[src/design/ealt_pkg.sv]
// ealt_pkg: shared types and constants of the address list tokenizer
// character codes, parse modes, result kinds, token forms and the result entry type
// no dependencies
package ealt_pkg;

   localparam int CharW        = 21;
   localparam int DefMaxDepth  = 15;
   localparam int FifoDepth    = 4;

   // character codes the tokenizer reacts to
   localparam logic [CharW-1:0] CH_COMMA     = 21'h00002C;
   localparam logic [CharW-1:0] CH_SEMI      = 21'h00003B;
   localparam logic [CharW-1:0] CH_QUOTE     = 21'h000022;
   localparam logic [CharW-1:0] CH_LPAREN    = 21'h000028;
   localparam logic [CharW-1:0] CH_RPAREN    = 21'h000029;
   localparam logic [CharW-1:0] CH_LANGLE    = 21'h00003C;
   localparam logic [CharW-1:0] CH_RANGLE    = 21'h00003E;
   localparam logic [CharW-1:0] CH_BACKSLASH = 21'h00005C;
   localparam logic [CharW-1:0] CH_SPACE     = 21'h000020;
   localparam logic [CharW-1:0] CH_NUL       = 21'h000000;

   // parse modes
   localparam logic [2:0] MODE_NORMAL      = 3'd0;
   localparam logic [2:0] MODE_QUOTE       = 3'd1;
   localparam logic [2:0] MODE_QUOTE_ESC   = 3'd2;
   localparam logic [2:0] MODE_COMMENT     = 3'd3;
   localparam logic [2:0] MODE_COMMENT_ESC = 3'd4;
   localparam logic [2:0] MODE_ANGLE       = 3'd5;

   // result kinds
   localparam logic [1:0] KIND_NAME    = 2'd0;
   localparam logic [1:0] KIND_ADDR    = 2'd1;
   localparam logic [1:0] KIND_COMMENT = 2'd2;
   localparam logic [1:0] KIND_END     = 2'd3;

   // token forms
   localparam logic [1:0] FORM_DISCARD  = 2'd0;
   localparam logic [1:0] FORM_NAME_ADR = 2'd1;
   localparam logic [1:0] FORM_NAME_IS  = 2'd2;

   // one result transaction
   typedef struct packed {
      logic [1:0]       kind;
      logic [CharW-1:0] char_val;
      logic [1:0]       form;
      logic             run_end;
   } result_type;

endpackage

[src/design/email_address_list_tokenizer_unit.sv]
// email_address_list_tokenizer_unit: top level of the address list tokenizer
// per-character parser feeding a four-entry result queue
// depends on ealt_pkg
//
// Usage
//   req channel: one character per transaction, tdata[20:0] holds the code
//   point, tlast marks the final character of a text (the open token is then
//   flushed and all parse state returns to its reset value).
//   rsp channel: one tagged result per transaction, tuser gives the kind
//   (name, address, comment character or token end), tdata the character and
//   the token form, tlast marks the last result caused by one character.
//   A character is parsed in the cycle it is accepted and its results (zero
//   to three) enter the result queue at once; the first appears on rsp in
//   the next cycle. While rsp_tready is high, a character that causes one
//   result or none is taken every cycle; one causing more results holds the
//   input off as the queue drains one result per cycle at its output port.
//   req_tready comes from the registered queue fill level only, so a stalled
//   receiver simply lets the queue fill and then holds the input off; no
//   result is lost or repeated.
//   Reset (synchronous, active high) empties the queue and puts the parser
//   in normal mode with an empty token.
module email_address_list_tokenizer_unit #(
   parameter int MAX_DEPTH = ealt_pkg::DefMaxDepth
) (
   input  logic        clock,
   input  logic        reset,
   input  logic        req_tvalid,
   output logic        req_tready,
   input  logic [23:0] req_tdata,   // [20:0] ch, [23:21] zero
   input  logic        req_tlast,   // end_of_text
   output logic        rsp_tvalid,
   input  logic        rsp_tready,
   output logic [23:0] rsp_tdata,   // [20:0] out_char, [22:21] token_form, [23] zero
   output logic [1:0]  rsp_tuser,   // [1:0] res_kind
   output logic        rsp_tlast    // run_end
);
   import ealt_pkg::*;

   localparam int DepthW = $clog2(MAX_DEPTH + 1);
   localparam int PtrW   = $clog2(FifoDepth);
   localparam int CntW   = $clog2(FifoDepth + 1);

   // parser state
   logic [2:0]        mode_ff, mode_in;
   logic [DepthW-1:0] depth_ff, depth_in;
   logic              space_pend_ff, space_pend_in;
   logic              last_space_ff, last_space_in;
   logic              name_ne_ff, name_ne_in;
   logic              addr_ne_ff, addr_ne_in;

   // result queue
   result_type        fifo_ff [FifoDepth];
   logic [PtrW-1:0]   wptr_ff, wptr_in;
   logic [PtrW-1:0]   rptr_ff, rptr_in;
   logic [CntW-1:0]   count_ff, count_in;

   logic              req_accept;
   logic              rsp_accept;
   logic [CharW-1:0]  ch;

   // candidate results of one character: pending space, main, comma end, text end
   logic [3:0]        cand_vld;
   result_type        cand [4];
   logic [1:0]        main_kind;
   logic              comma_end;
   logic              main_name;
   logic              name_after;
   logic              addr_after;
   logic [1:0]        end_form;
   logic [CntW-1:0]   push_n;
   logic [FifoDepth-1:0] wr_en;
   result_type        wr_data [FifoDepth];
   logic [PtrW-1:0]   slot;
   logic [PtrW-1:0]   pos;

   assign ch         = req_tdata[CharW-1:0];
   assign req_tready = (count_ff <= CntW'(1));
   assign req_accept = req_tvalid && req_tready;
   assign rsp_tvalid = (count_ff != '0);
   assign rsp_accept = rsp_tvalid && rsp_tready;

   // character classification and next parser state
   always_comb begin
      mode_in       = mode_ff;
      depth_in      = depth_ff;
      space_pend_in = space_pend_ff;
      last_space_in = last_space_ff;
      name_ne_in    = name_ne_ff;
      addr_ne_in    = addr_ne_ff;
      cand_vld      = '0;
      main_kind     = KIND_NAME;
      comma_end     = 1'b0;
      main_name     = 1'b0;
      case (mode_ff)
         MODE_QUOTE: begin
            if (ch == CH_QUOTE) begin
               mode_in = MODE_NORMAL;
            end else if (ch == CH_BACKSLASH) begin
               mode_in = MODE_QUOTE_ESC;
            end else begin
               main_name = 1'b1;
            end
         end
         MODE_QUOTE_ESC: begin
            main_name = 1'b1;
            mode_in   = MODE_QUOTE;
         end
         MODE_COMMENT: begin
            if (ch == CH_RPAREN) begin
               cand_vld[1] = (depth_ff > DepthW'(1));
               main_kind   = KIND_COMMENT;
               if (depth_ff != '0) begin
                  depth_in = depth_ff - DepthW'(1);
               end
               if (depth_ff <= DepthW'(1)) begin
                  mode_in = MODE_NORMAL;
               end
            end else if (ch == CH_LPAREN) begin
               cand_vld[1] = 1'b1;
               main_kind   = KIND_COMMENT;
               if (depth_ff < DepthW'(MAX_DEPTH)) begin
                  depth_in = depth_ff + DepthW'(1);
               end
            end else if (ch == CH_BACKSLASH) begin
               mode_in = MODE_COMMENT_ESC;
            end else begin
               cand_vld[1] = 1'b1;
               main_kind   = KIND_COMMENT;
            end
         end
         MODE_COMMENT_ESC: begin
            cand_vld[1] = 1'b1;
            main_kind   = KIND_COMMENT;
            mode_in     = MODE_COMMENT;
         end
         MODE_ANGLE: begin
            if (ch == CH_RANGLE) begin
               mode_in = MODE_NORMAL;
            end else begin
               cand_vld[1] = 1'b1;
               main_kind   = KIND_ADDR;
               addr_ne_in  = 1'b1;
            end
         end
         default: begin
            mode_in = MODE_NORMAL;
            if (ch == CH_COMMA || ch == CH_SEMI) begin
               comma_end     = 1'b1;
               space_pend_in = 1'b0;
               last_space_in = 1'b0;
               name_ne_in    = 1'b0;
               addr_ne_in    = 1'b0;
            end else if (ch == CH_QUOTE) begin
               mode_in = MODE_QUOTE;
            end else if (ch == CH_LPAREN) begin
               mode_in  = MODE_COMMENT;
               depth_in = DepthW'(1);
            end else if (ch == CH_LANGLE) begin
               mode_in = MODE_ANGLE;
            end else if (ch == CH_SPACE) begin
               if (name_ne_ff && !last_space_ff) begin
                  space_pend_in = 1'b1;
               end
            end else begin
               main_name = 1'b1;
            end
         end
      endcase

      // name character with collapsed space in front
      if (main_name) begin
         cand_vld[0]   = space_pend_ff && (ch != CH_SPACE);
         cand_vld[1]   = 1'b1;
         main_kind     = KIND_NAME;
         space_pend_in = 1'b0;
         name_ne_in    = 1'b1;
         last_space_in = (ch == CH_SPACE);
      end
      name_after  = name_ne_in;
      addr_after  = addr_ne_in;
      cand_vld[2] = comma_end;
      cand_vld[3] = req_tlast;

      // end of text flushes and returns to reset state
      if (req_tlast) begin
         mode_in       = MODE_NORMAL;
         depth_in      = '0;
         space_pend_in = 1'b0;
         last_space_in = 1'b0;
         name_ne_in    = 1'b0;
         addr_ne_in    = 1'b0;
      end
   end

   // token forms and candidate payloads
   always_comb begin
      end_form = addr_after ? FORM_NAME_ADR : (name_after ? FORM_NAME_IS : FORM_DISCARD);
      cand[0]  = '{kind: KIND_NAME, char_val: CH_SPACE, form: FORM_DISCARD,
                   run_end: !(|cand_vld[3:1])};
      cand[1]  = '{kind: main_kind, char_val: ch, form: FORM_DISCARD,
                   run_end: !(|cand_vld[3:2])};
      cand[2]  = '{kind: KIND_END, char_val: CH_NUL,
                   form: addr_ne_ff ? FORM_NAME_ADR :
                         (name_ne_ff ? FORM_NAME_IS : FORM_DISCARD),
                   run_end: !cand_vld[3]};
      cand[3]  = '{kind: KIND_END, char_val: CH_NUL,
                   form: comma_end ? FORM_DISCARD : end_form, run_end: 1'b1};
   end

   // compact the candidates into consecutive queue slots
   always_comb begin
      wr_en  = '0;
      slot   = '0;
      pos    = '0;
      push_n = '0;
      for (int i = 0; i < FifoDepth; i++) begin
         wr_data[i] = cand[0];
      end
      for (int k = 0; k < 4; k++) begin
         if (cand_vld[k]) begin
            pos          = wptr_ff + slot;
            wr_en[pos]   = req_accept;
            wr_data[pos] = cand[k];
            slot         = slot + PtrW'(1);
            push_n       = push_n + CntW'(1);
         end
      end
      if (!req_accept) begin
         push_n = '0;
      end
      wptr_in  = wptr_ff + push_n[PtrW-1:0];
      rptr_in  = rptr_ff + PtrW'(rsp_accept);
      count_in = count_ff + push_n - CntW'(rsp_accept);
   end

   // queue storage
   always_ff @(posedge clock) begin
      for (int i = 0; i < FifoDepth; i++) begin
         if (wr_en[i]) begin
            fifo_ff[i] <= wr_data[i];
         end
      end
   end

   // control registers
   always_ff @(posedge clock) begin
      if (reset) begin
         mode_ff       <= MODE_NORMAL;
         depth_ff      <= '0;
         space_pend_ff <= 1'b0;
         last_space_ff <= 1'b0;
         name_ne_ff    <= 1'b0;
         addr_ne_ff    <= 1'b0;
         wptr_ff       <= '0;
         rptr_ff       <= '0;
         count_ff      <= '0;
      end else begin
         if (req_accept) begin
            mode_ff       <= mode_in;
            depth_ff      <= depth_in;
            space_pend_ff <= space_pend_in;
            last_space_ff <= last_space_in;
            name_ne_ff    <= name_ne_in;
            addr_ne_ff    <= addr_ne_in;
         end
         wptr_ff  <= wptr_in;
         rptr_ff  <= rptr_in;
         count_ff <= count_in;
      end
   end

   // output port from the queue head
   assign rsp_tdata = {1'b0, fifo_ff[rptr_ff].form, fifo_ff[rptr_ff].char_val};
   assign rsp_tuser = fifo_ff[rptr_ff].kind;
   assign rsp_tlast = fifo_ff[rptr_ff].run_end;

   // checks
   a_count_bound: assert property (@(posedge clock) disable iff (reset)
      count_ff <= CntW'(FifoDepth))
      else $error("result queue overfilled");

   a_comment_depth: assert property (@(posedge clock) disable iff (reset)
      (mode_ff == MODE_COMMENT || mode_ff == MODE_COMMENT_ESC) |-> depth_ff != '0)
      else $error("comment mode with zero depth");

   a_space_pending: assert property (@(posedge clock) disable iff (reset)
      space_pend_ff |-> (name_ne_ff && !last_space_ff))
      else $error("space pending without a name character before it");

   a_text_end_clears: assert property (@(posedge clock) disable iff (reset)
      (req_accept && req_tlast) |=> (mode_ff == MODE_NORMAL && depth_ff == '0
                                     && !name_ne_ff && !addr_ne_ff))
      else $error("parser state not cleared after end of text");

endmodule

[config.mk]
export PLATFORM = sky130hd
export DESIGN_NAME = email_address_list_tokenizer_unit
export DESIGN_NICKNAME = d
export VERILOG_FILES = /design/src/design/ealt_pkg.sv /design/src/design/email_address_list_tokenizer_unit.sv
export SDC_FILE = /design/constraint.sdc
export NUM_CORES = 1
export LEC_CHECK = 0
export BUFFER_PORTS_ARGS = -buffer_cell sky130_fd_sc_hd__buf_2
export CELL_PAD_IN_SITES_DETAIL_PLACEMENT = 1
export CELL_PAD_IN_SITES_GLOBAL_PLACEMENT = 1
export CORE_MARGIN = 3
export CORE_UTILIZATION = 49
export DETAILED_ROUTE_END_ITERATION = 8
export PLACE_DENSITY_LB_ADDON = 0.1
export SLEW_MARGIN = 10
export SYNTH_ARGS = -nofsm -noshare
export SYNTH_HDL_FRONTEND = slang
export SYNTH_SLANG_ARGS = --single-unit
[constraint.sdc]
create_clock -name clock -period 7.3 [get_ports clock]
set_input_delay 1.095 -clock clock [delete_from_list [all_inputs] [get_ports clock]]
set_output_delay 1.095 -clock clock [all_outputs]
set_load 0.01 [all_outputs]
== Yosys cells after proc, flatten, opt, wreduce, memory -nomap -nowiden ==
Memory sizes are Yosys's and may differ from the RTL's. A register that Yosys moved wholly into a read port is not among the register bits.
Cells that the tools add are included.

* Memories: 1
* Register bits: 18
* Output and inout bits: 29
* Bits in writable memories: 104
* Input bits: 29

* $add $sub $neg: 14
* $lt $le $gt $ge: 20
* Equality and inequality tests: 29
* Reduce and logical (&&, ||, !) cells: 34
* Muxes and demuxes: 117
* Bitwise operators: 5

{| class="wikitable"
|+ Memory list
! memory !! depth !! width !! read ports !! clocked after memory_dff !! write ports !! line !! source
|-
| fifo_ff || 4 || 26 || 1 || 1 || 4 || email_address_list_tokenizer_unit.sv:52 || <nowiki>result_type fifo_ff [FifoDepth];</nowiki>
|}

{| class="wikitable"
|+ Operator list
! operator !! number
|-
| $bwmux 104 || 4
|-
| $mux 104 || 4
|-
| $demux 26 s2 || 4
|-
| $eq 21x6->1 const B || 8
|-
| $mux 26 || 4
|-
| $mux 3 || 16
|-
| $mux 4 || 12
|-
| $mux 1 || 47
|-
| $ne 4x4->1 const B || 8
|-
| $mux 2 || 13
|-
| $eq 21x7->1 const B || 1
|-
| $ne 21x6->1 const B || 1
|-
| $pmux 3 s5 || 1
|-
| $bwmux 4 || 3
|-
| $ge 3x3->1 const B || 4
|-
| $logic_and 1x1->1 || 12
|-
| $lt 2x3->1 const B || 4
|-
| $lt 3x1->1 const B || 4
|-
| $not 2->3 || 4
|-
| $reduce_bool 3->1 || 4
|-
| $reduce_bool 4->1 || 3
|-
| $add 3x1->3 const B || 3
|-
| $add 2x2->2 || 4
|-
| $demux 1 s2 || 4
|-
| 34 further kinds || 47
|}

== Longest topological paths before layout ==
* Depth in word-level cells: 22
* Mapped depth: 21
* Gate-level depth less buffers: 20

== Worst setup path before layout ==
No wires, ideal clock.

* Kind: input to register
* From: input req_tdata[8]
* To: memory fifo_ff[1][0] in the netlist's numbering (enable)
* Data arrival time: 5.184 ns
* Cell stages on the path: 13
* Slack: 1.729 ns
* Path buffers: 1
* Cells stage by stage: or4_4 > or4_4 > o21ai_2 > nand3_4 > clkbuf_1 > nor2_1 > ha_1 > xnor2_1 > ha_1 > xor2_1 > nand3_1 > mux2i_4 > o31a_1

{| class="wikitable"
|+ RTL lines
! item !! line !! source
|-
| start, declared || email_address_list_tokenizer_unit.sv:29 || <nowiki>input logic [23:0] req_tdata,</nowiki>
|-
| end, declared || email_address_list_tokenizer_unit.sv:52 ||
|}

==> flow_summary.ini <==
[setup_path]
worstPathRequired_ns = 7.41
cp_max_fo = 14
path_delay_family = simple AND/OR/NAND/NOR gates
critical_path_arrival_ns = 5.79
crit_chain = buf_2 -> or4_4 -> nor4_2 -> a41o_1 -> o22ai_1 -> nor2_1 -> ha_1 -> ha_1 -> xnor2_1 -> xor2_2 -> nor3_4 -> o31a_1 -> buf_4
worstSetupPathType = in -> reg
path_buf_inv = 2
cpMostUsedCell = ha_1
cp-start-kind = input port
cp-end-kind = flop
cpMaxStageDelayCell = nor3_4
max_stage_delay_ns = 0.65

[detailed_routing]
drt_iter0_drc = 408
first_pass_iters = 5
routedWlPerCell_microns = 24.75
vias = 5487
final_antenna_net_count = 0
drc_errors = 0
routed_wl_mm = 21.04
via_per_inst = 6.455

[yosys]
yosysUniqueCellTypes = 73
synth_area_per_cell_sq_um = 12.03
yosysSeqAreaShare_pct = 47.38
synth_ff_type = edfxtp_1
synth_area_leader_cell = edfxtp_1
synth_edf_count = 104
yosysWarnings = 0
yosys.area.top_type_share_pct = 42.48
yosysMostFrequentCell = edfxtp_1
postSynthCellCount = 611
netlist_top_cells_count = 104 x edfxtp_1, 48 x nor4_2, 39 x nor2_1, 37 x nor4_1, 31 x inv_1
ys_seq_elements = 122
netlist_area_sq_mm = 0.007352
synth_area_leaders = edfxtp_1 42%, nor4_2 8.2%, mux4_2 8.0%, dfxtp_1 4.9%, nor4_1 3.1%
async_reset_ff_share_pct = 0
synth_nets = 656

[clock_network]
cts_made_buffers = 17
cts_tree = done
post_cts_resized = 0
post-cts-setup-buffers = 0
clkLatencyLatePin_ns = 0.43
ctsHoldBuffers = 0
clk_path_buf_depth = 2
htreeDepth = 4
root_buffer = clkbuf_16
clk_pin_slew_ns = 0.06
clock-sinks = 122

[pwr]
p_leak_uw = 0.002986
pwr-share-clk_pct = 33.3
p_int_uw = 1685
seq_power_share_pct = 37.0
power_density_mw_per_mm2 = 298.6
comb_power_share_pct = 29.7
p_sw_share_pct = 32.32
worst_ir_drop_vdd_v = 0.0001956
switchingPower_uw = 804.8

[sta]
hold_viol = 0
min_period_ns = 5.678
slew_headroom_pct = 39.85
finalMaxSlewViolations = 0
fin_crit_sh_pct = 77.79
worst_pin_slew_ns = 0.9023
rsz0062_at_grt = no
clock.fmax_mhz = 176.1
finalSetupViolations = 0
tns_ns = 0
skew_ns = 0.009056

[die]
initial_utilization_pct = 50.39
die-area_sq_mm = 0.01651
io_pins = 58
num_rows = 44
die_h_microns = 128.5
fp.coreArea_sq_mm = 0.01459
die_w_microns = 128.5

[placed_design]
gp_routability_congestion = 0.8720
io_buffers = 53
dpl.cell_count = 818
place_hpwl_mm = 13.24

[finish]
stdcell_count = 850
seq_area_sq_mm = 0.003486
multiInputGateArea_sq_mm = 0.003502
fill_cells = 1456
syn_to_final_growth_pct = 13.43
diodes = 0
final_nets = 698
drive_above_1_share_pct = 32.28

[global_routing]
grt_max_degree = 28
grtUsageTotal_pct = 26.26
grt_pass1_vias = 5908
antenna_found_initial = 0
gr-total-overflow = 0
grt_pass1_wl_mm = 32.86

[outcome]
outcome = finished, final reports clean

[flow_run]
cap_violations = 0

[hold_path]
hp-class = reg -> reg
## sequential cells by signal (all words and copies together), names as in the netlist
| signal | flops |
|---|---|
| space_pend_ff | 1 |
| wptr_ff | 2 |
| rptr_ff | 2 |
| fifo_ff | 104 |
| addr_ne_ff | 1 |
| last_space_ff | 1 |
| mode_ff | 3 |
| name_ne_ff | 1 |
| count_ff | 3 |
| depth_ff | 4 |
## layer usage
metal  track usage (%)  vias to the layer above  wire length, microns
met5                 0                        -                     0
met4             8.586                        0                   372
met3             5.023                       29                  1110
met2             45.17                      166                 10980
met1             33.60                     2822                  8574
li1                  -                     2470                     -
## per-stage QoR
stage / worst slack, ns / power (uW) / util, % / hold WS (ns) / cell area, sq um
2_1_floorplan: 1.729 / 1443 / - / 0.4543 / 7352
3_3_place_gp: 1.334 / 1662 / 53.21 / 0.4649 / 7762
3_5_place_dp: 1.267 / 1680 / 53.21 / 0.4853 / 7762
4_1_cts: 1.656 / 2511 / 57.16 / 0.4950 / 8339
5_1_grt: 1.353 / 2605 / 57.16 / 0.5297 / 8339
6_report: 1.622 / 2490 / 57.16 / 0.4921 / 8339
## layout make-up
| type | instances | share of cell area [%] |
|---|---|---|
| Multi-Input combinational cell | 406 | 42.00 |
| Timing Repair Buffer | 73 | 4.981 |
| Sequential cell | 122 | 41.80 |
| Clock inverter | 15 | 1.815 |
| Clock buffer | 17 | 5.101 |
| Tap cell | 184 | 2.761 |
| Inverter | 33 | 1.545 |
## worst paths after layout
kind              slack, ns       endpoint  cells after the start           from
hold reg to reg        0.49  last_space_ff                      2  last_space_ff
setup reg to reg       2.37  fifo_ff[2][9]                     11     mode_ff[0]
hold / removal         0.49  last_space_ff                      2  last_space_ff
setup / recovery       1.62  fifo_ff[2][9]                     13   req_tdata[8]
## tightest hold or removal path: cells and delay by family (launching register included)
| family | cells | cell delay [ns] |
|---|---|---|
| DFF | 1 | 0.31 |
| AOI/OAI and AO/OA | 2 | 0.13 |
## layout by cell type (no fill, tap or decap), drive strengths merged, types with 6 or more instances in the layout
cell      n
nor4     85
a211o     6
nor3     17
clkbuf   17
nand3    20
nand4     7
clkinv   10
nor2b     7
mux4     26
mux2i    15
or3       9
a21oi    16
nand2    21
o21ai    22
or4       7
o21bai    6
edfxtp  104
buf      73
inv      35
nand2b    9
nor2     43
dfxtp    18
ha       15
xnor2    11
## logic make-up after synthesis
family,synth area share (%)
compound gates,7.522
xor+xnor,2.144
fa+ha+maj,2.825
buf+inv,5.276
flops,47.38
mux,10.84
other cells,0.05101
simple gates,23.96
## power groups by stage
| stage | Sequential (uW) | Clock [uW] | Combinational, uW |
|---|---|---|---|
| finish | 922 | 828 | 739 |
| global route | 933 | 868 | 805 |
| CTS | 925 | 839 | 747 |
| detailed placement | 940 | 0 | 740 |
| global placement | 932 | 0 | 730 |
| floorplan | 907 | 0 | 536 |
Note: power is estimated with default switching activity, not from simulation.
